File: config.mk
export PLATFORM = sky130hd
export DESIGN_NAME = json_token_stream_parser
export DESIGN_NICKNAME = d
export VERILOG_FILES = /design/src/jtsp_pkg.sv /design/src/jtsp_stack.sv /design/src/jtsp_step.sv /design/src/jtsp_out_fifo.sv /design/src/json_token_stream_parser.sv
export SDC_FILE = /design/constraint.sdc
export NUM_CORES = 1
export LEC_CHECK = 0
export BUFFER_PORTS_ARGS = -buffer_cell sky130_fd_sc_hd__buf_4
export CAP_MARGIN = 20
export CORE_MARGIN = 10
export CORE_UTILIZATION = 40
export CTS_CLUSTER_SIZE = 14
export DETAILED_ROUTE_END_ITERATION = 16
export RECOVER_POWER = 50
export SLEW_MARGIN = 20
export SYNTH_ARGS = -nofsm -noshare
export SYNTH_HDL_FRONTEND = slang
export SYNTH_HIERARCHICAL = 1
export SYNTH_SLANG_ARGS = --single-unit
File: constraint.sdc
create_clock -name clk -period 9.7 [get_ports clk]
set_clock_uncertainty 0.15 [all_clocks]
set_input_delay 0.97 -clock clk [delete_from_list [all_inputs] [get_ports clk]]
set_output_delay 0.97 -clock clk [all_outputs]
set_load 0.05 [all_outputs]
File: src/jtsp_pkg.sv
// ----------------------------------------------------------------------------
// jtsp_pkg
// Shared types, codes and character constants of the JSON token stream parser.
// ----------------------------------------------------------------------------
package jtsp_pkg;

	localparam int STACK_DEPTH_DEF   = 16;
	localparam int POSITION_BITS_DEF = 16;

	// Result queue between the scanner and the token channel
	localparam int OUT_FIFO_DEPTH = 4;
	localparam int OUT_PTR_W      = $clog2(OUT_FIFO_DEPTH);
	localparam int OUT_CNT_W      = OUT_PTR_W + 1;

	// Document characters the scanner reacts to
	localparam logic [7:0] CH_LBRACE = 8'h7B;
	localparam logic [7:0] CH_RBRACE = 8'h7D;
	localparam logic [7:0] CH_LBRACK = 8'h5B;
	localparam logic [7:0] CH_RBRACK = 8'h5D;
	localparam logic [7:0] CH_COLON  = 8'h3A;
	localparam logic [7:0] CH_COMMA  = 8'h2C;
	localparam logic [7:0] CH_QUOTE  = 8'h22;
	localparam logic [7:0] CH_BSLASH = 8'h5C;
	localparam logic [7:0] CH_ZERO   = 8'h30;
	localparam logic [7:0] CH_NINE   = 8'h39;
	localparam logic [7:0] CH_DOT    = 8'h2E;
	localparam logic [7:0] CH_SPACE  = 8'h20;
	localparam logic [7:0] CH_NL     = 8'h0A;

	typedef enum logic [3:0] {
		MODE_OUT = 4'b0001,
		MODE_STR = 4'b0010,
		MODE_ESC = 4'b0100,
		MODE_NUM = 4'b1000
	} scan_mode_t;

	typedef enum logic [1:0] {
		MARK_NONE  = 2'd0,
		MARK_OBJ   = 2'd1,
		MARK_ARR   = 2'd2,
		MARK_COLON = 2'd3
	} mark_t;

	typedef enum logic [3:0] {
		KIND_OTHER  = 4'd0,
		KIND_LBRACE = 4'd1,
		KIND_RBRACE = 4'd2,
		KIND_LBRACK = 4'd3,
		KIND_RBRACK = 4'd4,
		KIND_COLON  = 4'd5,
		KIND_COMMA  = 4'd6,
		KIND_STRING = 4'd7,
		KIND_NAME   = 4'd8,
		KIND_NUMBER = 4'd9,
		KIND_ERROR  = 4'd10
	} kind_t;

	typedef enum logic [2:0] {
		ERR_NONE         = 3'd0,
		ERR_SYNTAX       = 3'd1,
		ERR_BAD_ARR_END  = 3'd2,
		ERR_BAD_STRING   = 3'd3,
		ERR_BAD_ARRAY    = 3'd4,
		ERR_OVERFLOW     = 3'd5,
		ERR_UNTERMINATED = 3'd6
	} err_t;

	typedef struct packed {
		logic [7:0] data_byte;
		logic       end_of_document;
	} in_item_t;

	typedef struct packed {
		kind_t       token_kind;
		err_t        error_code;
		logic [15:0] value_offset;
		logic [15:0] value_length;
		logic [4:0]  nest_depth;
		logic        last_of_run;
	} out_item_t;

	// Stack write request: push writes the mark at the current depth
	typedef struct packed {
		logic  push;
		mark_t mark;
	} stack_cmd_t;

	// Up to two tokens caused by one input beat, in order
	typedef struct packed {
		logic [1:0] count;
		out_item_t  first;
		out_item_t  second;
	} step_res_t;

endpackage

File: src/jtsp_stack.sv
// ----------------------------------------------------------------------------
// jtsp_stack
// Nesting stack memory with two registered read ports (top and next below).
// ----------------------------------------------------------------------------
module jtsp_stack import jtsp_pkg::*; #(
	parameter int STACK_DEPTH = STACK_DEPTH_DEF
) (
	input  logic                             clk,
	input  logic [$clog2(STACK_DEPTH+1)-1:0] depth_q,
	input  logic [$clog2(STACK_DEPTH+1)-1:0] depth_next,
	input  stack_cmd_t                       cmd,
	output mark_t                            top_mark,
	output mark_t                            second_mark
);

	localparam int DW = $clog2(STACK_DEPTH + 1);
	localparam int AW = $clog2(STACK_DEPTH);

	mark_t          mem [STACK_DEPTH];
	mark_t          top_q;
	mark_t          second_q;
	logic [DW-1:0]  top_idx;
	logic [DW-1:0]  second_idx;
	logic [AW-1:0]  wr_addr;
	logic [AW-1:0]  top_addr;
	logic [AW-1:0]  second_addr;

	// Read at the depth the next beat will see; entries below zero are never used
	assign top_idx     = depth_next - DW'(1);
	assign second_idx  = depth_next - DW'(2);
	assign wr_addr     = depth_q[AW-1:0];
	assign top_addr    = top_idx[AW-1:0];
	assign second_addr = second_idx[AW-1:0];

	always_ff @(posedge clk) begin
		if (cmd.push) begin
			mem[wr_addr] <= cmd.mark;
		end
		// forward a mark written in the same cycle
		if (cmd.push && wr_addr == top_addr) begin
			top_q <= cmd.mark;
		end else begin
			top_q <= mem[top_addr];
		end
		if (cmd.push && wr_addr == second_addr) begin
			second_q <= cmd.mark;
		end else begin
			second_q <= mem[second_addr];
		end
	end

	assign top_mark    = top_q;
	assign second_mark = second_q;

endmodule

File: src/jtsp_step.sv
// ----------------------------------------------------------------------------
// jtsp_step
// Per-byte scanner: next scan state, stack request and up to two tokens.
// ----------------------------------------------------------------------------
module jtsp_step import jtsp_pkg::*; #(
	parameter int STACK_DEPTH   = STACK_DEPTH_DEF,
	parameter int POSITION_BITS = POSITION_BITS_DEF
) (
	input  in_item_t                         char_data,
	input  scan_mode_t                       mode_q,
	input  logic                             pending_q,
	input  logic                             is_name_q,
	input  logic [POSITION_BITS-1:0]         start_q,
	input  logic [POSITION_BITS-1:0]         len_q,
	input  logic [POSITION_BITS-1:0]         pos_q,
	input  logic [$clog2(STACK_DEPTH+1)-1:0] depth_q,
	input  mark_t                            top_mark,
	input  mark_t                            second_mark,
	output scan_mode_t                       mode_d,
	output logic                             pending_d,
	output logic                             is_name_d,
	output logic [POSITION_BITS-1:0]         start_d,
	output logic [POSITION_BITS-1:0]         len_d,
	output logic [POSITION_BITS-1:0]         pos_d,
	output logic [$clog2(STACK_DEPTH+1)-1:0] depth_d,
	output stack_cmd_t                       cmd,
	output step_res_t                        res
);

	localparam int DW = $clog2(STACK_DEPTH + 1);
	localparam int PB = POSITION_BITS;
	localparam logic [PB-1:0] POS_MAX = '1;

	function automatic logic [PB-1:0] sat_inc(input logic [PB-1:0] v);
		return (v == POS_MAX) ? v : v + 1'b1;
	endfunction

	function automatic logic [15:0] sat16(input logic [PB-1:0] v);
		logic [PB+15:0] ext;
		ext = {16'b0, v};
		return (|ext[PB+15:16]) ? 16'hFFFF : ext[15:0];
	endfunction

	function automatic logic [4:0] depth5(input logic [DW-1:0] d);
		logic [DW+4:0] ext;
		ext = {5'b0, d};
		return ext[4:0];
	endfunction

	function automatic out_item_t make_item(input kind_t k, input err_t e,
			input logic [PB-1:0] off, input logic [PB-1:0] len,
			input logic [DW-1:0] d);
		out_item_t it;
		it.token_kind   = k;
		it.error_code   = e;
		it.value_offset = sat16(off);
		it.value_length = sat16(len);
		it.nest_depth   = depth5(d);
		it.last_of_run  = 1'b0;
		return it;
	endfunction

	logic [7:0]    c;
	logic          is_digit;
	logic          room;
	mark_t         s;
	mark_t         s2;

	assign c        = char_data.data_byte;
	assign is_digit = (c >= CH_ZERO) && (c <= CH_NINE);
	assign room     = depth_q < DW'(STACK_DEPTH);
	assign s        = (depth_q != '0) ? top_mark : MARK_NONE;
	assign s2       = (depth_q > DW'(1)) ? second_mark : MARK_NONE;

	always_comb begin
		mark_t         s1;
		logic [DW-1:0] d1;
		logic          go_out;
		logic          v_a, v_b, v_c;
		out_item_t     e_a, e_b, e_c;

		mode_d    = mode_q;
		pending_d = pending_q;
		is_name_d = is_name_q;
		start_d   = start_q;
		len_d     = len_q;
		depth_d   = depth_q;
		cmd       = '0;
		go_out    = 1'b0;
		v_a = 1'b0; v_b = 1'b0; v_c = 1'b0;
		e_a = '0;   e_b = '0;   e_c = '0;
		s1  = s;
		d1  = depth_q;

		unique case (mode_q)
			MODE_NUM: begin
				if (is_digit || c == CH_DOT) begin
					len_d = sat_inc(len_q);
				end else begin
					v_a    = 1'b1;
					e_a    = make_item(KIND_NUMBER, ERR_NONE, start_q, len_q, depth_q);
					mode_d = MODE_OUT;
					go_out = 1'b1;
				end
			end
			MODE_STR: begin
				if (c == CH_QUOTE) begin
					v_a    = 1'b1;
					e_a    = make_item(is_name_q ? KIND_NAME : KIND_STRING, ERR_NONE,
						start_q, len_q, depth_q);
					mode_d = MODE_OUT;
				end else begin
					len_d = sat_inc(len_q);
					if (c == CH_BSLASH) begin
						mode_d = MODE_ESC;
					end
				end
			end
			MODE_ESC: begin
				len_d  = sat_inc(len_q);
				mode_d = MODE_STR;
			end
			MODE_OUT: begin
				go_out = 1'b1;
			end
			default: begin
				mode_d = MODE_OUT;
			end
		endcase

		if (go_out) begin
			unique case (c)
				CH_SPACE, CH_NL: begin
				end
				CH_LBRACE, CH_COLON: begin
					v_b = 1'b1;
					if (room) begin
						cmd.push  = 1'b1;
						cmd.mark  = (c == CH_LBRACE) ? MARK_OBJ : MARK_COLON;
						depth_d   = depth_q + 1'b1;
						pending_d = 1'b0;
						e_b = make_item((c == CH_LBRACE) ? KIND_LBRACE : KIND_COLON,
							ERR_NONE, '0, '0, depth_d);
					end else begin
						e_b = make_item(KIND_ERROR, ERR_OVERFLOW, '0, '0, depth_q);
					end
				end
				CH_RBRACE: begin
					v_b = 1'b1;
					// a value closes its pair first
					if (s == MARK_COLON && pending_q) begin
						d1 = depth_q - 1'b1;
						s1 = s2;
					end
					if (s1 == MARK_OBJ) begin
						depth_d = d1 - 1'b1;
						e_b = make_item(KIND_RBRACE, ERR_NONE, '0, '0, depth_d);
					end else begin
						depth_d = d1;
						e_b = make_item(KIND_ERROR, ERR_SYNTAX, '0, '0, d1);
					end
				end
				CH_RBRACK: begin
					v_b = 1'b1;
					if (s == MARK_ARR) begin
						depth_d = depth_q - 1'b1;
						e_b = make_item(KIND_RBRACK, ERR_NONE, '0, '0, depth_d);
					end else begin
						e_b = make_item(KIND_ERROR, ERR_BAD_ARR_END, '0, '0, depth_q);
					end
				end
				CH_COMMA: begin
					v_b = 1'b1;
					if (s == MARK_COLON && pending_q) begin
						depth_d = depth_q - 1'b1;
						e_b = make_item(KIND_COMMA, ERR_NONE, '0, '0, depth_d);
					end else if (s == MARK_ARR) begin
						e_b = make_item(KIND_COMMA, ERR_NONE, '0, '0, depth_q);
					end else begin
						e_b = make_item(KIND_ERROR, ERR_SYNTAX, '0, '0, depth_q);
					end
				end
				CH_QUOTE: begin
					if (s != MARK_NONE) begin
						is_name_d = (s == MARK_OBJ);
						pending_d = 1'b1;
						start_d   = sat_inc(pos_q);
						len_d     = '0;
						mode_d    = MODE_STR;
					end else begin
						v_b = 1'b1;
						e_b = make_item(KIND_ERROR, ERR_BAD_STRING, '0, '0, depth_q);
					end
				end
				CH_LBRACK: begin
					v_b = 1'b1;
					if (s == MARK_NONE) begin
						e_b = make_item(KIND_ERROR, ERR_BAD_ARRAY, '0, '0, depth_q);
					end else if (room) begin
						cmd.push  = 1'b1;
						cmd.mark  = MARK_ARR;
						depth_d   = depth_q + 1'b1;
						pending_d = 1'b0;
						e_b = make_item(KIND_LBRACK, ERR_NONE, '0, '0, depth_d);
					end else begin
						e_b = make_item(KIND_ERROR, ERR_OVERFLOW, '0, '0, depth_q);
					end
				end
				default: begin
					if ((s == MARK_COLON || s == MARK_ARR) && is_digit) begin
						pending_d = 1'b1;
						start_d   = pos_q;
						len_d     = PB'(1);
						mode_d    = MODE_NUM;
					end else begin
						v_b = 1'b1;
						e_b = make_item(KIND_OTHER, ERR_NONE, '0, '0, depth_q);
					end
				end
			endcase
		end

		pos_d = sat_inc(pos_q);

		if (char_data.end_of_document) begin
			if (mode_d == MODE_NUM) begin
				v_c = 1'b1;
				e_c = make_item(KIND_NUMBER, ERR_NONE, start_d, len_d, depth_d);
			end else if (mode_d == MODE_STR || mode_d == MODE_ESC) begin
				v_c = 1'b1;
				e_c = make_item(KIND_ERROR, ERR_UNTERMINATED, start_d, len_d, depth_d);
			end
			mode_d    = MODE_OUT;
			pending_d = 1'b0;
			is_name_d = 1'b0;
			start_d   = '0;
			len_d     = '0;
			pos_d     = '0;
			depth_d   = '0;
		end

		// pack the tokens in order; at most two are ever present
		res = '0;
		priority if (v_a) begin
			res.first = e_a;
			if (v_b) begin
				res.second = e_b;
				res.count  = 2'd2;
			end else if (v_c) begin
				res.second = e_c;
				res.count  = 2'd2;
			end else begin
				res.count = 2'd1;
			end
		end else if (v_b) begin
			res.first = e_b;
			if (v_c) begin
				res.second = e_c;
				res.count  = 2'd2;
			end else begin
				res.count = 2'd1;
			end
		end else if (v_c) begin
			res.first = e_c;
			res.count = 2'd1;
		end else begin
			res.count = 2'd0;
		end
		if (res.count == 2'd2) begin
			res.second.last_of_run = 1'b1;
		end else if (res.count == 2'd1) begin
			res.first.last_of_run = 1'b1;
		end
	end

endmodule

File: src/jtsp_out_fifo.sv
// ----------------------------------------------------------------------------
// jtsp_out_fifo
// Token queue: takes up to two tokens per cycle, hands out one per beat.
// ----------------------------------------------------------------------------
module jtsp_out_fifo import jtsp_pkg::*; (
	input  logic      clk,
	input  logic      arst_n,
	input  logic [1:0] wr_count,
	input  out_item_t wr_first,
	input  out_item_t wr_second,
	output logic      room_for_two,
	output logic      token_valid,
	input  logic      token_ready,
	output out_item_t token_data
);

	out_item_t              mem [OUT_FIFO_DEPTH];
	logic [OUT_PTR_W-1:0]   wr_ptr_q;
	logic [OUT_PTR_W-1:0]   rd_ptr_q;
	logic [OUT_CNT_W-1:0]   count_q;
	logic [OUT_PTR_W-1:0]   wr_ptr_nx;
	logic                   pop;

	assign wr_ptr_nx    = wr_ptr_q + 1'b1;
	assign pop          = token_valid && token_ready;
	assign token_valid  = count_q != '0;
	assign token_data   = mem[rd_ptr_q];
	assign room_for_two = count_q <= OUT_CNT_W'(OUT_FIFO_DEPTH - 2);

	always_ff @(posedge clk) begin
		if (wr_count != 2'd0) begin
			mem[wr_ptr_q] <= wr_first;
		end
		if (wr_count == 2'd2) begin
			mem[wr_ptr_nx] <= wr_second;
		end
	end

	always_ff @(posedge clk or negedge arst_n) begin
		if (!arst_n) begin
			wr_ptr_q <= '0;
			rd_ptr_q <= '0;
			count_q  <= '0;
		end else begin
			wr_ptr_q <= wr_ptr_q + OUT_PTR_W'(wr_count);
			if (pop) begin
				rd_ptr_q <= rd_ptr_q + 1'b1;
			end
			count_q <= count_q + OUT_CNT_W'(wr_count) - OUT_CNT_W'(pop);
		end
	end

endmodule

File: src/json_token_stream_parser.sv
// ----------------------------------------------------------------------------
// json_token_stream_parser: streaming JSON tokenizer with a nesting stack memory
// Ordering: tokens enter the token queue when their byte beat is taken and leave in order.
// Throughput: one byte per cycle while the queue has room for two tokens; a byte with two tokens costs two token beats.
// Reset: arst_n clears scan state, depth and the token queue; stack RAM is not cleared.
// ----------------------------------------------------------------------------
module json_token_stream_parser import jtsp_pkg::*; #(
	parameter int STACK_DEPTH   = STACK_DEPTH_DEF,
	parameter int POSITION_BITS = POSITION_BITS_DEF
) (
	input  logic      clk,
	input  logic      arst_n,
	input  logic      char_valid,
	output logic      char_ready,
	input  in_item_t  char_data,
	output logic      token_valid,
	input  logic      token_ready,
	output out_item_t token_data
);

	localparam int DW = $clog2(STACK_DEPTH + 1);
	localparam int PB = POSITION_BITS;

	// Scan state registers: mode, pending value, name flag, value window,
	// stream position and stack depth. The stack marks live in the RAM.
	scan_mode_t     mode_q;
	logic           pending_q;
	logic           is_name_q;
	logic [PB-1:0]  start_q;
	logic [PB-1:0]  len_q;
	logic [PB-1:0]  pos_q;
	logic [DW-1:0]  depth_q;

	scan_mode_t     mode_d;
	logic           pending_d;
	logic           is_name_d;
	logic [PB-1:0]  start_d;
	logic [PB-1:0]  len_d;
	logic [PB-1:0]  pos_d;
	logic [DW-1:0]  depth_d;
	logic [DW-1:0]  depth_next;

	mark_t          top_mark;
	mark_t          second_mark;
	stack_cmd_t     step_cmd;
	stack_cmd_t     ram_cmd;
	step_res_t      step_res;
	logic           char_accept;
	logic           room_for_two;
	logic [1:0]     wr_count;

	// Take a byte whenever the token queue can absorb the worst case of two
	// tokens. The queue decouples both sides, so a waiting token does not stall
	// input until the queue nears full.
	assign char_ready  = room_for_two;
	assign char_accept = char_valid && char_ready;

	// Scanner: pure decode of the current byte against the registered state
	// and the registered top two stack marks.
	jtsp_step #(
		.STACK_DEPTH   (STACK_DEPTH),
		.POSITION_BITS (POSITION_BITS)
	) u_step (
		.char_data   (char_data),
		.mode_q      (mode_q),
		.pending_q   (pending_q),
		.is_name_q   (is_name_q),
		.start_q     (start_q),
		.len_q       (len_q),
		.pos_q       (pos_q),
		.depth_q     (depth_q),
		.top_mark    (top_mark),
		.second_mark (second_mark),
		.mode_d      (mode_d),
		.pending_d   (pending_d),
		.is_name_d   (is_name_d),
		.start_d     (start_d),
		.len_d       (len_d),
		.pos_d       (pos_d),
		.depth_d     (depth_d),
		.cmd         (step_cmd),
		.res         (step_res)
	);

	// Only write the stack on an accepted beat. The RAM reads the top two
	// entries at the depth that the next beat will see, so their registered
	// data lines up with depth_q on the following cycle; a push into the
	// entry being read is forwarded inside the stack.
	always_comb begin
		ram_cmd      = step_cmd;
		ram_cmd.push = step_cmd.push && char_accept;
	end
	assign depth_next = char_accept ? depth_d : depth_q;

	jtsp_stack #(
		.STACK_DEPTH (STACK_DEPTH)
	) u_stack (
		.clk         (clk),
		.depth_q     (depth_q),
		.depth_next  (depth_next),
		.cmd         (ram_cmd),
		.top_mark    (top_mark),
		.second_mark (second_mark)
	);

	// Advance scan state on every accepted beat; hold otherwise.
	always_ff @(posedge clk or negedge arst_n) begin
		if (!arst_n) begin
			mode_q    <= MODE_OUT;
			pending_q <= 1'b0;
			is_name_q <= 1'b0;
			start_q   <= '0;
			len_q     <= '0;
			pos_q     <= '0;
			depth_q   <= '0;
		end else if (char_accept) begin
			mode_q    <= mode_d;
			pending_q <= pending_d;
			is_name_q <= is_name_d;
			start_q   <= start_d;
			len_q     <= len_d;
			pos_q     <= pos_d;
			depth_q   <= depth_d;
		end
	end

	// Drop the tokens of a byte into the queue only when its beat is taken.
	assign wr_count = char_accept ? step_res.count : 2'd0;

	jtsp_out_fifo u_out_fifo (
		.clk          (clk),
		.arst_n       (arst_n),
		.wr_count     (wr_count),
		.wr_first     (step_res.first),
		.wr_second    (step_res.second),
		.room_for_two (room_for_two),
		.token_valid  (token_valid),
		.token_ready  (token_ready),
		.token_data   (token_data)
	);

	// The stack never grows past its capacity.
	a_depth_bound: assert property (@(posedge clk) disable iff (!arst_n)
		depth_q <= DW'(STACK_DEPTH))
		else $error("nest depth beyond stack capacity");

	// The final byte of a document leaves the scanner in its reset state.
	a_eod_reset: assert property (@(posedge clk) disable iff (!arst_n)
		(char_accept && char_data.end_of_document) |=>
		(depth_q == '0 && mode_q == MODE_OUT && pending_q == 1'b0 && pos_q == '0))
		else $error("scanner state not cleared after end of document");

	// A beat that produces tokens makes the token channel valid next cycle.
	a_token_follows: assert property (@(posedge clk) disable iff (!arst_n)
		(char_accept && step_res.count != 2'd0) |=> token_valid)
		else $error("tokens of an accepted byte were not queued");

endmodule
== After elaboration in Yosys (flattened, before gate mapping) ==
Memories as Yosys holds them, arrays and structs flattened. A register that Yosys moved wholly into a read port is not among the register bits.
Index checks and enable logic that the tools add are counted.

* Register bits after elaboration: 66
* RAM bits: 212
* Bits of input ports: 13
* Output and inout bits: 47
* Memories: 2

{| class="wikitable"
|+ Memories
! name !! words !! width !! read ports !! clocked after Yosys merged registers in !! wr ports !! RTL line !! text
|-
| u_out_fifo.mem || 4 || 45 || 1 || 0 || 2 || jtsp_out_fifo.sv:17 || <nowiki>out_item_t mem [OUT_FIFO_DEPTH];</nowiki>
|-
| u_stack.mem || 16 || 2 || 2 || 2 || 1 || jtsp_stack.sv:19 || <nowiki>mark_t mem [STACK_DEPTH];</nowiki>
|}

* Add/subtract/negate cells: 12
* Magnitude comparators: 5
* Equal/unequal tests: 30
* Muxes and demuxes: 106
* Reductions and logical operators: 25

{| class="wikitable"
|+ Operators with widths
! cell !! count
|-
| two-way mux 45 bit || 17
|-
| case mux 45 bit (7 select lines) || 1
|-
| two-way mux 16 bit || 13
|-
| two-way mux 92 bit || 1
|-
| case mux 45 bit (2 select lines) || 1
|-
| case mux 16 bit (2 select lines) || 2
|-
| two-way mux 5 bit || 10
|-
| case mux 16 bit (3 select lines) || 1
|-
| two-way mux 47 bit || 1
|-
| equality test 8 x 6 -> 1 bit, second input constant || 5
|-
| equality test 8 x 7 -> 1 bit, second input constant || 5
|-
| adder 16 x 1 -> 16 bit, second input constant || 2
|-
| equality test 16 bit, second input constant || 2
|-
| two-way mux 4 bit || 8
|-
| two-way mux 1 bit || 28
|-
| case mux 5 bit (5 select lines) || 1
|-
| two-way mux 2 bit || 9
|-
| case mux 4 bit (4 select lines) || 1
|-
| two-way mux 3 bit || 5
|-
| nonzero test 2 bit || 5
|-
| nonzero test 5 bit || 2
|-
| subtractor 5 x 1 -> 5 bit, second input constant || 2
|-
| equality test 2 bit, second input constant || 4
|-
| equality test 4 x 2 -> 1 bit, second input constant || 2
|-
| 35 further kinds || 50
|}

== Logic depth before layout (Yosys ltp) ==
* Depth in word-level cells: 21
* Gate-level depth with buffers: 22

== Modules after synthesis ==
Netlist, hierarchy kept.

{| class="wikitable"
|+ By module, submodules not included
! module !! instances !! cells an instance !! area each (um2) !! seq. area each (um2)
|-
| jtsp_out_fifo || 1 || 479 || 9474.1 || 5580.4
|-
| jtsp_step || 1 || 725 || 4340.4 || 0.0
|-
| json_token_stream_parser || 1 || 128 || 2244.7 || 1477.7
|-
| jtsp_stack || 1 || 118 || 1874.3 || 1121.1
|}

== Least setup slack after synthesis ==
Ideal clock, no wire load.

* Path type: in2reg
* Start point: in char_data[7] (netlist name)
* End point: mem u_out_fifo/mem[2][0] (netlist name), enable pin
* Library setup time: 0.462 ns
* Data arrival time: 6.067 ns
* Slack: 3.021 ns
* Stages on the path: 15
* Path buffers: 3
* Path through: buf_2 or3_1 buf_2 or4_1 clkbuf_1 o211a_2 a32oi_4 nor2_4 inv_2 ha_1 nand2_1 nand2_1 and3_1 or3b_2 a21oi_1

{| class="wikitable"
|+ RTL lines
! item !! RTL line !! text
|-
| start: declaration || json_token_stream_parser.sv:15 || <nowiki>input in_item_t char_data,</nowiki>
|-
| end: declaration || jtsp_out_fifo.sv:17 ||
|}

==> impl_metrics.yaml <==
synth:
  yosys_most_used_dff: "sky130_fd_sc_hd__edfxtp_1"
  synth-compound-area-share_pct: 9.79
  synthesized_area_per_cell_um2: 12.4
  synth_top_family_by_area: "multiplexers"
  synth_cells: 1450
  xor_and_xnor_fraction_of_the_mapped_netlist_area_pct: 1.61
  synth-seq-cells: 286
  synth_enable_flop_cells: 212
  mappedNetlistArea_um2: 17900
  ys_warn_count: 6
  post_synth_mux_area_share_pct: 25.4
  synth_adder_area_share_pct: 1.30
  synth_simple_gate_area_share_pct: 11.7
  ys_seq_area_share_pct: 45.6
  netlist-cell-type-count: 97
  async_reset_ff_share_pct: 23.1
critical_path:
  cp_top_family: "simple AND/OR/NAND/NOR gates"
  crit_arrival_ns: 7.57
  crit_path_max_fanout: 24
  critPathLaunchType: "flip-flop"
  slowest_delay_ns: 1.42
  timing_worst_setup_path_type: "reg2reg"
  type_of_destination_of_the_critical_path: "flip-flop"
  critical_path_required_ns: 9.84
  master_of_the_slowest_instance_on_the_critical_path: "sky130_fd_sc_hd__nand4b_1"
  worst-path-buf-inv: 2
  timing.critical_path.cells: "mux4_1, a22oi_1, nand3_1, or2_0, a2111oi_0, a211oi_1, a21oi_4, inv_1, ha_1, nand2_1, nand2_1, and3_1, nand4b_1, buf_12, mux2_2"
  crit_top_cell: "sky130_fd_sc_hd__nand2_1"
placed_design:
  port_buffers: 59
  preCtsSetupSlack_ns: 3.61
  gpl.final_weighted_congestion: 0.879
  hpwl_dp_mm: 29.7
  post_placement_cell_area_um2: 18600
timing:
  timing_worst_slew_pin_value_ns: 4.13
  fin_ws_ns: 2.27
  holdWs_ns: 0.317
  setup_viol: 0
  finalCriticalPeriod_ns: 7.43
  final_hold_viol_count: 0
  timing.final.max_slew_violations: 196
  fin_setup_tns_ns: 0
  max_freq_mhz: 135
  grt_setup_unrepaired: "false"
  layout_worst_path_cycle_share_pct: 76.6
  worst_slew_margin_rel_pct: -176
global_routing:
  antenna_violations_before_repair: 2
  maximum_number_of_pins_on_one_net_before_global_route_repair: 67
  grt_util_all_layers_pct: 17.1
  grt-busiest-layer: "met2"
  grt_first_pass_wirelength_mm: 72.5
  met2_usage_pct: 27.5
  grt.met1_usage_pct: 23.1
  globalRouteMet3Util_pct: 3.01
  grt_overflow_total: 0
  number_of_global_route_vias_before_repair: 12200
cells_and_area:
  n_antenna_cell: 0
  layout.cell_area.non_filler_um2: 19400
  finalCoreUtilization_pct: 43.8
  layout_common_cells: "212 x sky130_fd_sc_hd__edfxtp_1, 147 x sky130_fd_sc_hd__mux2_2, 120 x sky130_fd_sc_hd__nor2_1"
  fraction_of_layout_cells_with_a_size_suffix_above_1_pct: 25.2
  fill_count: 4138
  layout_commonest_cell: "sky130_fd_sc_hd__edfxtp_1"
  area.growth.synth_to_final_pct: 8.30
  layout.nets: 1496
floorplan:
  core_um2: 44300
  placementRows: 77
  fp.dieH_um: 232
  dieArea_um2: 53700
  initial_utilization_pct: 40.5
  fp.dieW_um: 232
  design.portCount: 60
routing:
  detail_route.wl_per_cell_um: 22.1
  drt_wl_total_mm: 45.9
  final_antenna_net_count: 0
  drt_pass1_iterations: 5
  vias_per_cell: 5.81
  dr_total_vias: 12100
  initialDrtViolationCount: 1093
  drt_drc_violations_left: 0
clock_tree:
  cts_max_level: 2
  cts.hold.buffers_added: 0
  cts-buffers-inserted: 34
  cts_root_buffer: "sky130_fd_sc_hd__clkbuf_16"
  post_cts_resized: 0
  clkTransAtPathRegs_ns: 0.06
  cts_setup_buffers: 0
  insertion_delay_ns: 0.56
  clock_tree.buffer_depth: 3
  clock_tree_from_tritoncts: "done"
  cts_sinks: 286
worst_hold_path:
  hold_class: "reg2reg"
pwr:
  cellPowerDensity_nw_per_um2: 215
  power.static_leakage_uw: 0.00704
  vdd.ir_drop.worst_mv: 0.152
run_status:
  failed_checks: "capacitance limit, slew limit"
  outcome: "finished, violations left"
job:
  cap_viol_max_count: 5
==> worst register-to-register path, cell delays in order (launching register included) <==
cell                        delay [ns]
sky130_fd_sc_hd__dfxtp_1          0.58
sky130_fd_sc_hd__mux4_1           0.62
sky130_fd_sc_hd__a22oi_1          0.18
sky130_fd_sc_hd__nand3_1          0.28
sky130_fd_sc_hd__or2_0            0.42
sky130_fd_sc_hd__a2111oi_0        1.04
sky130_fd_sc_hd__a211oi_1         0.35
sky130_fd_sc_hd__a21oi_4          0.30
sky130_fd_sc_hd__inv_1            0.09
sky130_fd_sc_hd__ha_1             0.30
sky130_fd_sc_hd__nand2_1          0.06
sky130_fd_sc_hd__nand2_1          0.07
sky130_fd_sc_hd__and3_1           0.31
sky130_fd_sc_hd__nand4b_1         1.42
sky130_fd_sc_hd__buf_12           0.66
sky130_fd_sc_hd__mux2_2           0.33
==> area by class of cell <==
cell class / count / area (um^2) / area share, %
Multi-Input combinational cell: 1038 / 8900 / 45.8
Sequential cell: 286 / 8180 / 42.1
Clock buffer: 51 / 946 / 4.87
Tap cell: 592 / 741 / 3.81
Timing Repair Buffer: 74 / 380 / 1.96
Clock inverter: 11 / 154 / 0.792
Inverter: 31 / 116 / 0.599
==> through the flow <==
step,instances,power [uW]
finish,2083,4180
global route,2083,4360
CTS,2082,4350
detailed placement,2020,3070
global placement,2020,3060
floorplan,1465,2660
==> sequential cells by signal (all words and copies together), names as in the netlist, named ones only <==
signal	count
is_name_q	1
start_q	16
u_out_fifo/wr_ptr_q	2
u_out_fifo/count_q	3
u_out_fifo/mem	180
pos_q	16
pending_q	1
len_q	16
mode_q	4
depth_q	5
u_out_fifo/rd_ptr_q	2
u_stack/mem	32
==> layer usage <==
metal,part of all wire [%],wire [um]
met1,45,20800
met2,47,21400
met3,5.7,2610
met4,2.5,1150
met5,0.015,7
==> worst paths after layout <==
path | endpoint | slack [ns] | cells past startpoint | from
min reg2reg | u_out_fifo/rd_ptr_q[1]$_DFFE_PN0P_ | 0.32 | 1 | u_out_fifo/rd_ptr_q[1]$_DFFE_PN0P_
max reg2reg | u_out_fifo/mem[0][17]$_DFFE_PP_ | 2.27 | 15 | flip-flop
max | u_out_fifo/mem[0][17]$_DFFE_PP_ | 2.27 | 15 | flip-flop
max in group asynchronous | u_out_fifo/rd_ptr_q[1]$_DFFE_PN0P_ | 5.03 | 1 | arst_n
min in group asynchronous | len_q[9]$_DFFE_PN0P_ | 1.71 | 1 | arst_n
min | u_out_fifo/rd_ptr_q[1]$_DFFE_PN0P_ | 0.32 | 1 | u_out_fifo/rd_ptr_q[1]$_DFFE_PN0P_
==> report_power, final <==
| part | internal, uW | leakage, uW | total [uW] | switching (uW) |
|---|---|---|---|---|
| clock network | 760 | 0.000532 | 1270 | 512 |
| registers | 1470 | 0.00297 | 1590 | 112 |
| logic | 400 | 0.00354 | 1320 | 918 |
| total | 2630 | 0.00704 | 4180 | 1540 |
==> synth_stat cells (30+ instances only) <==
library cell	instances	area [um^2]
sky130_fd_sc_hd__edfxtp_1	212	6370
sky130_fd_sc_hd__mux2_2	147	1660
sky130_fd_sc_hd__nor2_1	120	450
sky130_fd_sc_hd__nand2_1	95	357
sky130_fd_sc_hd__mux2_4	91	1370
sky130_fd_sc_hd__a21oi_1	65	325
sky130_fd_sc_hd__dfrtp_1	65	1630
sky130_fd_sc_hd__o21ai_0	64	320
sky130_fd_sc_hd__mux4_2	49	1100
sky130_fd_sc_hd__nand3_1	40	200
sky130_fd_sc_hd__clkbuf_1	32	120
sky130_fd_sc_hd__buf_2	31	155
sky130_fd_sc_hd__inv_1	30	113
==> kinds of logic (layout without fill, tap and decap cells) <==
group                    after synthesis  in the layout
AND/OR/NAND/NOR                      404            404
AO/OA/AOI/OAI                        257            257
adder cells (fa/ha/maj)               18             18
other                                  1             16
XOR/XNOR                              33             33
buffers and inverters                141            167
multiplexers                         310            310
flip-flops                           286            286
No activity file was read; power rests on OpenSTA's default activity.
